--- src/rtl/core/bimr_pkg.sv ---
`timescale 1ns / 1ps
`default_nettype none

package bimr_pkg;

    localparam int RATE_W   = 16;
    localparam int TIME_W   = 32;
    localparam int LIMIT_W  = 8;
    localparam int STORED_W = 3;
    localparam int DIV_CNT_W = 4;

    localparam logic [RATE_W-1:0]    RATE_DIVIDEND   = 16'd60000;
    localparam logic [DIV_CNT_W-1:0] DIV_LAST_STEP   = 4'd15;
    localparam logic [LIMIT_W-1:0]   LOW_LIMIT_RESET  = 8'd20;
    localparam logic [LIMIT_W-1:0]   HIGH_LIMIT_RESET = 8'd255;

    // register index, taken from paddr[2]
    typedef enum logic {
        REG_LOW_LIMIT  = 1'b0,
        REG_HIGH_LIMIT = 1'b1
    } reg_index_t;

    typedef enum logic [2:0] {
        ST_IDLE,
        ST_DIV,
        ST_CHECK,
        ST_READ_CAND,
        ST_TAKE_CAND,
        ST_SCAN,
        ST_OUT
    } state_t;

    typedef struct packed {
        logic start_div;
        logic div_step;
        logic check;
        logic read_cand;
        logic take_cand;
        logic scan;
        logic load_out;
    } dp_cmd_t;

    typedef struct packed {
        logic div_done;
        logic rate_ok;
        logic scan_last;
        logic is_median;
    } dp_status_t;

endpackage

`default_nettype wire

--- src/rtl/core/bimr_ctrl.sv ---
`timescale 1ns / 1ps
`default_nettype none

module bimr_ctrl
    import bimr_pkg::*;
(
    input  wire logic       aclk,
    input  wire logic       aresetn,
    input  wire logic       s_tvalid,
    output logic            s_tready,
    output logic            m_tvalid,
    input  wire logic       m_tready,
    input  wire dp_status_t status,
    output dp_cmd_t         cmd
);

    state_t state_reg;
    state_t state_next;
    logic   m_valid_reg;
    logic   m_valid_next;
    logic   out_free;

    assign out_free = !m_valid_reg || m_tready;

    always_ff @(posedge aclk) begin
        if (!aresetn) begin
            state_reg   <= ST_IDLE;
            m_valid_reg <= 1'b0;
        end else begin
            state_reg   <= state_next;
            m_valid_reg <= m_valid_next;
        end
    end

    always_comb begin
        state_next = state_reg;
        unique case (state_reg)
            ST_IDLE: begin
                if (s_tvalid) state_next = ST_DIV;
            end
            ST_DIV: begin
                if (status.div_done) state_next = ST_CHECK;
            end
            ST_CHECK: begin
                state_next = status.rate_ok ? ST_READ_CAND : ST_OUT;
            end
            ST_READ_CAND: state_next = ST_TAKE_CAND;
            ST_TAKE_CAND: state_next = ST_SCAN;
            ST_SCAN: begin
                if (status.scan_last) begin
                    state_next = status.is_median ? ST_OUT : ST_READ_CAND;
                end
            end
            ST_OUT: begin
                if (out_free) state_next = ST_IDLE;
            end
            default: state_next = ST_IDLE;
        endcase
    end

    always_comb begin
        cmd          = '0;
        s_tready     = 1'b0;
        m_valid_next = m_valid_reg && !m_tready;
        unique case (state_reg)
            ST_IDLE: begin
                s_tready      = 1'b1;
                cmd.start_div = s_tvalid;
            end
            ST_DIV:       cmd.div_step  = 1'b1;
            ST_CHECK:     cmd.check     = 1'b1;
            ST_READ_CAND: cmd.read_cand = 1'b1;
            ST_TAKE_CAND: cmd.take_cand = 1'b1;
            ST_SCAN:      cmd.scan      = 1'b1;
            ST_OUT: begin
                if (out_free) begin
                    cmd.load_out = 1'b1;
                    m_valid_next = 1'b1;
                end
            end
            default: cmd = '0;
        endcase
    end

    assign m_tvalid = m_valid_reg;

endmodule

`default_nettype wire

--- src/rtl/core/bimr_dp.sv ---
`timescale 1ns / 1ps
`default_nettype none

module bimr_dp
    import bimr_pkg::*;
#(
    parameter int RATE_DEPTH = 6
)
(
    input  wire logic               aclk,
    input  wire logic               aresetn,
    input  wire dp_cmd_t            cmd,
    output dp_status_t              status,
    input  wire logic [TIME_W-1:0]  beat_time_ms,
    input  wire logic [LIMIT_W-1:0] low_limit,
    input  wire logic [LIMIT_W-1:0] high_limit,
    output logic [RATE_W-1:0]       instant_rate,
    output logic                    rate_accepted,
    output logic [LIMIT_W-1:0]      median_rate,
    output logic [STORED_W-1:0]     rates_stored
);

    localparam int IDX_W = (RATE_DEPTH > 1) ? $clog2(RATE_DEPTH) : 1;
    localparam int CNT_W = $clog2(RATE_DEPTH + 1);
    localparam logic [IDX_W-1:0] LAST_POS  = IDX_W'(RATE_DEPTH - 1);
    localparam logic [CNT_W-1:0] DEPTH_CNT = CNT_W'(RATE_DEPTH);

    // beat interval and serial divider
    logic [TIME_W-1:0]    prev_time_reg;
    logic [TIME_W-1:0]    delta_reg;
    logic [RATE_W-1:0]    quot_reg;
    logic [RATE_W-1:0]    rem_reg;
    logic [DIV_CNT_W-1:0] div_cnt_reg;
    logic [RATE_W:0]      rem_shift;
    logic [RATE_W:0]      rem_diff;
    logic                 rem_ge;
    logic                 delta_zero;
    logic [RATE_W-1:0]    rate;
    logic                 rate_ok;

    assign rem_shift  = {rem_reg, quot_reg[RATE_W-1]};
    assign rem_ge     = {{(TIME_W-RATE_W-1){1'b0}}, rem_shift} >= delta_reg;
    assign rem_diff   = rem_shift - delta_reg[RATE_W:0];
    assign delta_zero = (delta_reg == '0);
    assign rate       = delta_zero ? RATE_DIVIDEND : quot_reg;
    assign rate_ok    = (rate < {8'd0, high_limit}) && (rate > {8'd0, low_limit});

    always_ff @(posedge aclk) begin
        if (!aresetn) begin
            prev_time_reg <= '0;
        end else if (cmd.start_div) begin
            prev_time_reg <= beat_time_ms;
        end
    end

    always_ff @(posedge aclk) begin
        if (cmd.start_div) begin
            delta_reg   <= beat_time_ms - prev_time_reg;
            quot_reg    <= RATE_DIVIDEND;
            rem_reg     <= '0;
            div_cnt_reg <= '0;
        end else if (cmd.div_step) begin
            rem_reg     <= rem_ge ? rem_diff[RATE_W-1:0] : rem_shift[RATE_W-1:0];
            quot_reg    <= {quot_reg[RATE_W-2:0], rem_ge};
            div_cnt_reg <= div_cnt_reg + 1'b1;
        end
    end

    // rate ring and bookkeeping
    logic [LIMIT_W-1:0] ring_mem [RATE_DEPTH];
    logic [IDX_W-1:0]   wpos_reg;
    logic [CNT_W-1:0]   count_reg;
    logic [LIMIT_W-1:0] median_reg;
    logic               ring_wr;

    assign ring_wr = cmd.check && rate_ok;

    always_ff @(posedge aclk) begin
        if (!aresetn) begin
            wpos_reg   <= '0;
            count_reg  <= '0;
        end else if (ring_wr) begin
            wpos_reg <= (wpos_reg == LAST_POS) ? '0 : wpos_reg + 1'b1;
            if (count_reg < DEPTH_CNT) count_reg <= count_reg + 1'b1;
        end
    end

    // median by rank: entry i is the answer when exactly count/2 entries
    // sort ahead of it (ties broken by index)
    logic [IDX_W-1:0]   cand_idx_reg;
    logic [LIMIT_W-1:0] cand_reg;
    logic [CNT_W-1:0]   scan_idx_reg;
    logic [CNT_W-1:0]   rank_reg;
    logic [LIMIT_W-1:0] rd_data_reg;
    logic [IDX_W-1:0]   rd_idx_reg;
    logic [IDX_W-1:0]   rd_addr;
    logic               rd_en;
    logic               sorts_ahead;
    logic [CNT_W-1:0]   rank_sum;

    assign rd_addr = cmd.read_cand ? cand_idx_reg : scan_idx_reg[IDX_W-1:0];
    assign rd_en   = cmd.read_cand ||
                     ((cmd.take_cand || cmd.scan) && (scan_idx_reg < count_reg));

    always_ff @(posedge aclk) begin
        if (ring_wr) ring_mem[wpos_reg] <= rate[LIMIT_W-1:0];
        if (rd_en) begin
            rd_data_reg <= ring_mem[rd_addr];
            rd_idx_reg  <= rd_addr;
        end
    end

    assign sorts_ahead = (rd_data_reg < cand_reg) ||
                         ((rd_data_reg == cand_reg) && (rd_idx_reg < cand_idx_reg));
    assign rank_sum    = rank_reg + CNT_W'(sorts_ahead);

    always_ff @(posedge aclk) begin
        if (!aresetn) begin
            median_reg <= '0;
        end else if (cmd.scan && status.scan_last && status.is_median) begin
            median_reg <= cand_reg;
        end
    end

    always_ff @(posedge aclk) begin
        if (cmd.check) begin
            cand_idx_reg <= '0;
        end
        if (cmd.read_cand) begin
            scan_idx_reg <= '0;
        end
        if (cmd.take_cand) begin
            cand_reg     <= rd_data_reg;
            rank_reg     <= '0;
            scan_idx_reg <= scan_idx_reg + 1'b1;
        end
        if (cmd.scan) begin
            rank_reg <= rank_sum;
            if (rd_en) scan_idx_reg <= scan_idx_reg + 1'b1;
            if (status.scan_last) cand_idx_reg <= cand_idx_reg + 1'b1;
        end
    end

    assign status.div_done  = (div_cnt_reg == DIV_LAST_STEP);
    assign status.rate_ok   = rate_ok;
    assign status.scan_last = ({1'b0, rd_idx_reg} == {1'b0, count_reg[IDX_W-1:0]} - 1'b1)
                              || (CNT_W'(rd_idx_reg) == count_reg - 1'b1);
    assign status.is_median = (rank_sum == (count_reg >> 1));

    // result register
    logic [RATE_W-1:0]   out_rate_reg;
    logic                out_acc_reg;
    logic [LIMIT_W-1:0]  out_median_reg;
    logic [STORED_W-1:0] out_stored_reg;
    logic                acc_reg;
    logic [4:0]          count_wide;

    assign count_wide = 5'(count_reg);

    // hold the accept flag until the result register is free
    always_ff @(posedge aclk) begin
        if (cmd.check) acc_reg <= rate_ok;
        if (cmd.load_out) begin
            out_rate_reg   <= rate;
            out_acc_reg    <= acc_reg;
            out_median_reg <= median_reg;
            out_stored_reg <= count_wide[STORED_W-1:0];
        end
    end

    assign instant_rate  = out_rate_reg;
    assign rate_accepted = out_acc_reg;
    assign median_rate   = out_median_reg;
    assign rates_stored  = out_stored_reg;

endmodule

`default_nettype wire

--- src/rtl/core/beat_interval_median_rate.sv ---
`timescale 1ns / 1ps
`default_nettype none

// Channel   Ports                       Carries
// s_        s_tvalid/s_tready/s_tdata   beat_time_ms
// m_        m_tvalid/m_tready/m_tdata   instant_rate, rate_accepted, median_rate, rates_stored
// apb       psel/penable/pwrite/paddr   rate_low_limit (0x0), rate_high_limit (0x4)
//
// Each beat passes through the interval and the bit-serial 60000/interval divider, then,
// for an accepted rate, the rank search over the n stored rates (one ring read per
// cycle), then a load of the result register. aresetn is synchronous: limits return
// to 20 and 255, count, ring pointer, last beat time and median to zero. A held result
// does not stop the next beat from being taken; the result register waits for m_tready.
module beat_interval_median_rate
    import bimr_pkg::*;
#(
    parameter int RATE_DEPTH = 6
)
(
    input  wire logic        aclk,
    input  wire logic        aresetn,
    input  wire logic        s_tvalid,
    output logic             s_tready,
    input  wire logic [31:0] s_tdata,   // [31:0] beat_time_ms
    output logic             m_tvalid,
    input  wire logic        m_tready,
    output logic [31:0]      m_tdata,   // [15:0] instant_rate, [16] rate_accepted,
                                        // [24:17] median_rate, [27:25] rates_stored
    input  wire logic        psel,
    input  wire logic        penable,
    input  wire logic        pwrite,
    input  wire logic [2:0]  paddr,
    input  wire logic [31:0] pwdata,
    output logic [31:0]      prdata,
    output logic             pready
);

    logic [LIMIT_W-1:0] low_limit_reg;
    logic [LIMIT_W-1:0] high_limit_reg;
    logic               cfg_wr;
    reg_index_t         cfg_idx;

    assign pready  = 1'b1;
    assign cfg_wr  = psel && penable && pwrite;
    assign cfg_idx = reg_index_t'(paddr[2]);

    always_ff @(posedge aclk) begin
        if (!aresetn) begin
            low_limit_reg  <= LOW_LIMIT_RESET;
            high_limit_reg <= HIGH_LIMIT_RESET;
        end else if (cfg_wr) begin
            unique case (cfg_idx)
                REG_LOW_LIMIT:  low_limit_reg  <= pwdata[LIMIT_W-1:0];
                REG_HIGH_LIMIT: high_limit_reg <= pwdata[LIMIT_W-1:0];
                default: ;
            endcase
        end
    end

    always_comb begin
        unique case (cfg_idx)
            REG_LOW_LIMIT:  prdata = {24'd0, low_limit_reg};
            REG_HIGH_LIMIT: prdata = {24'd0, high_limit_reg};
            default:        prdata = '0;
        endcase
    end

    dp_cmd_t             cmd;
    dp_status_t          status;
    logic [RATE_W-1:0]   instant_rate;
    logic                rate_accepted;
    logic [LIMIT_W-1:0]  median_rate;
    logic [STORED_W-1:0] rates_stored;

    bimr_ctrl u_ctrl (
        .aclk     (aclk),
        .aresetn  (aresetn),
        .s_tvalid (s_tvalid),
        .s_tready (s_tready),
        .m_tvalid (m_tvalid),
        .m_tready (m_tready),
        .status   (status),
        .cmd      (cmd)
    );

    bimr_dp #(
        .RATE_DEPTH (RATE_DEPTH)
    ) u_dp (
        .aclk          (aclk),
        .aresetn       (aresetn),
        .cmd           (cmd),
        .status        (status),
        .beat_time_ms  (s_tdata),
        .low_limit     (low_limit_reg),
        .high_limit    (high_limit_reg),
        .instant_rate  (instant_rate),
        .rate_accepted (rate_accepted),
        .median_rate   (median_rate),
        .rates_stored  (rates_stored)
    );

    assign m_tdata = {4'd0, rates_stored, median_rate, rate_accepted, instant_rate};

endmodule

`default_nettype wire
--- config.mk ---
export PLATFORM = sky130hd
export DESIGN_NAME = beat_interval_median_rate
export DESIGN_NICKNAME = d
export VERILOG_FILES = /design/src/rtl/core/bimr_pkg.sv /design/src/rtl/core/bimr_ctrl.sv /design/src/rtl/core/bimr_dp.sv /design/src/rtl/core/beat_interval_median_rate.sv
export SDC_FILE = /design/constraint.sdc
export NUM_CORES = 1
export LEC_CHECK = 0
export BUFFER_PORTS_ARGS = -buffer_cell sky130_fd_sc_hd__buf_2
export CORE_UTILIZATION = 54
export DETAILED_ROUTE_END_ITERATION = 16
export PLACE_DENSITY = 0.77
export RECOVER_POWER = 25
export SYNTH_ARGS = -nofsm -noshare
export SYNTH_HDL_FRONTEND = slang
export SYNTH_SLANG_ARGS = --single-unit
--- constraint.sdc ---
create_clock -name aclk -period 4.5 [get_ports aclk]
set_clock_uncertainty 0.05 [all_clocks]
set_input_delay 0.45 -clock aclk [delete_from_list [all_inputs] [get_ports aclk]]
set_output_delay 0.45 -clock aclk [all_outputs]
set_load 0.005 [all_outputs]
==> impl_metrics.tcl <==
set metrics [dict create \
    hold_viol 0 \
    synth_warnings 0 \
    outcome "finished with violations" \
    insertion_delay_ns 0.53 \
    drc 0 \
    start_kind "flip-flop" \
    synth_simple_gate_area_share_pct 14.8 \
    grt_pass1_vias 8599 \
    async_flop_share_pct 0 \
    cp_cell_sequence "nor4_2 -> nand4_2 -> nor3_4 -> buf_4 -> or2_2 -> ha_1 -> and4_1 -> nand2_1 -> nand3_1 -> a2111oi_0 -> nor2b_2 -> nand4_2 -> nor4b_2 -> buf_4" \
    hpwl_um 17800 \
    syn_area_per_cell_um2 10.2 \
    gp_congestion 0.887 \
    irDropWorstVdd_v 0.000325 \
    max_freq_mhz 239 \
    clock_sinks 239 \
    synth_compound_area_share_pct 14.0 \
    synth_mux_area_share_pct 4.91 \
    ant_nets 0 \
    track_usage_pct 21.5 \
    final_common_cell "nand2_1" \
    final.min_clock_period_ns 4.19 \
    cp_data_required_time_ns 4.68 \
    rsz0062_at_grt "false" \
    slowest_stage "a2111oi_0" \
    setup_viol 0 \
    power.density_nw_per_um2 557 \
    criticalPathCategory "reg -> reg" \
    crit_path_max_fanout 10 \
    cp.depth 14 \
    final_cell_mix "160 x nand2_1, 131 x edfxtp_1, 108 x dfxtp_1, 97 x inv_1, 93 x a21oi_1" \
    max-cap-violations 1 \
    core.rowCount 55 \
    numCtsBuffers 26 \
    ios 141 \
    core_area_um2 22800 \
    antenna_found_initial 3 \
    postCtsSetupBuffers 0 \
    hp-start "pwdata[6]" \
    largest_register_ffs 48 \
    cts_buffer_depth 3 \
    h-tree-depth 1 \
    cp_slowest_stage_delay_ns 0.49 \
    wl_per_cell_um 15.2 \
    crit-reg2reg-launch "u_dp.delta_reg[11]" \
    area_growth_pct 11.7 \
    fillerInstances 1847 \
    slew_violations 54 \
    synth.distinct_cells 80 \
    root_buffer "clkbuf_16" \
    crit_path_end_kind "flip-flop" \
    drtIter0Drc 612 \
    preCtsSetupSlack_ns 0.151 \
    fin_nets 1471 \
    synth_flop_cell "edfxtp_1" \
    cts_tree "built" \
    grt_pass1_wl_um 41800 \
    synth_enable_flop_cells 131 \
    n_antenna_cell 0 \
    timing.final.crit_share_pct 93.1 \
    die-width_um 155 \
    synthAdderAreaFrac_pct 8.15 \
    violations "max-capacitance violations, max-slew violations" \
    relSlewSlack_pct -25.8 \
    worstPathArrival_ns 4.37 \
    syn-instance-count 1232 \
    path_buf_inv 2 \
    io_buffers 85 \
    final_core_util_pct 61.9 \
    first_pass_iters 6 \
    grt_max_degree 57 \
    initial_utilization_pct 55.4 \
    ys_seq_elements 239 \
    clkTransAtPathRegs_ns 0.06 \
    seq_area_frac_synth_pct 48.3 \
    r2r_cells 14 \
    synth_xor_area_share_pct 3.47 \
    die_area_um2 24000 \
    synthesis.area_um2 12600 \
    hold_path_class "in -> reg" \
    layout_setup_ws_ns 0.312 \
    p_leak_uw 0.00566 \
    finalSetupTns_ns 0 \
    cp_top_family "simple AND/OR/NAND/NOR gates" \
    synth_top_family_by_area "simple AND/OR/NAND/NOR gates" \
    worst_slew_pin_slew_ns 1.89 \
    drt_wl_total_um 25000 \
    startpoint "u_dp.delta_reg[11]" \
    viasPerCell 5.43 \
    overflow 0 \
    dieHeight_um 155 \
    worstHoldPathCells 3 \
    via_count 8947 \
    layout-drive-gt1-share_pct 14.7 \
]
## per-layer routing
layer	global-route usage (%)	wire length (um)	vias up
met5	0	12	-
met4	4.95	369	2
met3	4.34	1560	29
met2	35.9	11600	208
met1	28.7	11500	4215
li1	-	-	4493
## cells by family (layout without fill, tap and decap cells)
kind of cell,after synthesis,after routing
adders and majority gates,81,81
muxes,49,49
buffers and inverters,172,248
DFF,239,239
xor gates and xnor gates,50,50
and+or+nand+nor,368,368
other,2,29
AOI/OAI and AO/OA,271,271
## through the flow
step	hold WS [ns]	power [uW]	std cells	area, um2
after floorplan	0.350	5190	1259	12700
after global placement	0.367	5700	1601	13300
after detailed placement	0.373	5770	1601	13300
after CTS	0.0854	7880	1648	14100
after global routing	0.103	8360	1648	14100
final	0.106	7850	1648	14100
## synth_stat cells, types with 7 or more instances
cell / instances / area share [%]
nand2_1: 161 / 4.8
edfxtp_1: 131 / 31
dfxtp_1: 108 / 17
inv_1: 97 / 2.9
a21oi_1: 93 / 3.7
ha_1: 79 / 7.8
nor2_1: 45 / 1.3
o21ai_0: 37 / 1.5
clkbuf_1: 35 / 1.0
nand3_1: 34 / 1.3
xnor2_1: 34 / 2.4
buf_4: 31 / 1.8
a21o_1: 30 / 1.8
o211ai_1: 21 / 1.2
mux2_2: 20 / 1.8
mux2i_1: 20 / 1.6
o21a_1: 20 / 1.2
nand2b_1: 19 / 0.94
and3_1: 17 / 0.84
xor2_1: 16 / 1.1
nor2b_1: 14 / 0.69
a31oi_1: 13 / 0.64
or2_2: 10 / 0.50
nor3_1: 9 / 0.36
mux4_2: 8 / 1.4
nor4_1: 7 / 0.35
## worst paths after layout
| kind | to | slack [ns] |
|---|---|---|
| max | u_dp.ring_mem[2][2] | 0.31 |
| min | high_limit_reg[6] | 0.11 |
| max reg2reg | u_dp.ring_mem[2][2] | 0.31 |
| min reg2reg | u_dp.median_rate[2] | 0.39 |
## tightest hold or removal path: stages
cell      delay [ns]
buf_2           0.09
nand2_1         0.04
o211ai_1        0.07
## final cells by class
| type | count | area [um2] | share of cell area [%] |
|---|---|---|---|
| Inverter | 98 | 368 | 2.61 |
| Sequential cell | 239 | 6100 | 43.3 |
| Multi-Input combinational cell | 848 | 5860 | 41.6 |
| Timing Repair Buffer | 103 | 541 | 3.84 |
| Clock inverter | 13 | 155 | 1.10 |
| Clock buffer | 34 | 681 | 4.83 |
| Tap cell | 313 | 392 | 2.78 |
## repair_timing
item | 4_1_cts | 5_1_grt
setup endpoints to repair | 0 | 49
resized for setup | 0 | 4
hold buffers | 0 | 0
## power breakdown
group | internal [uW] | switching (uW) | total [uW]
combinational | 1160 | 1570 | 2730
sequential | 2790 | 249 | 3040
clock | 1240 | 849 | 2090
total | 5190 | 2670 | 7850
(Power assumes the default switching activity.)
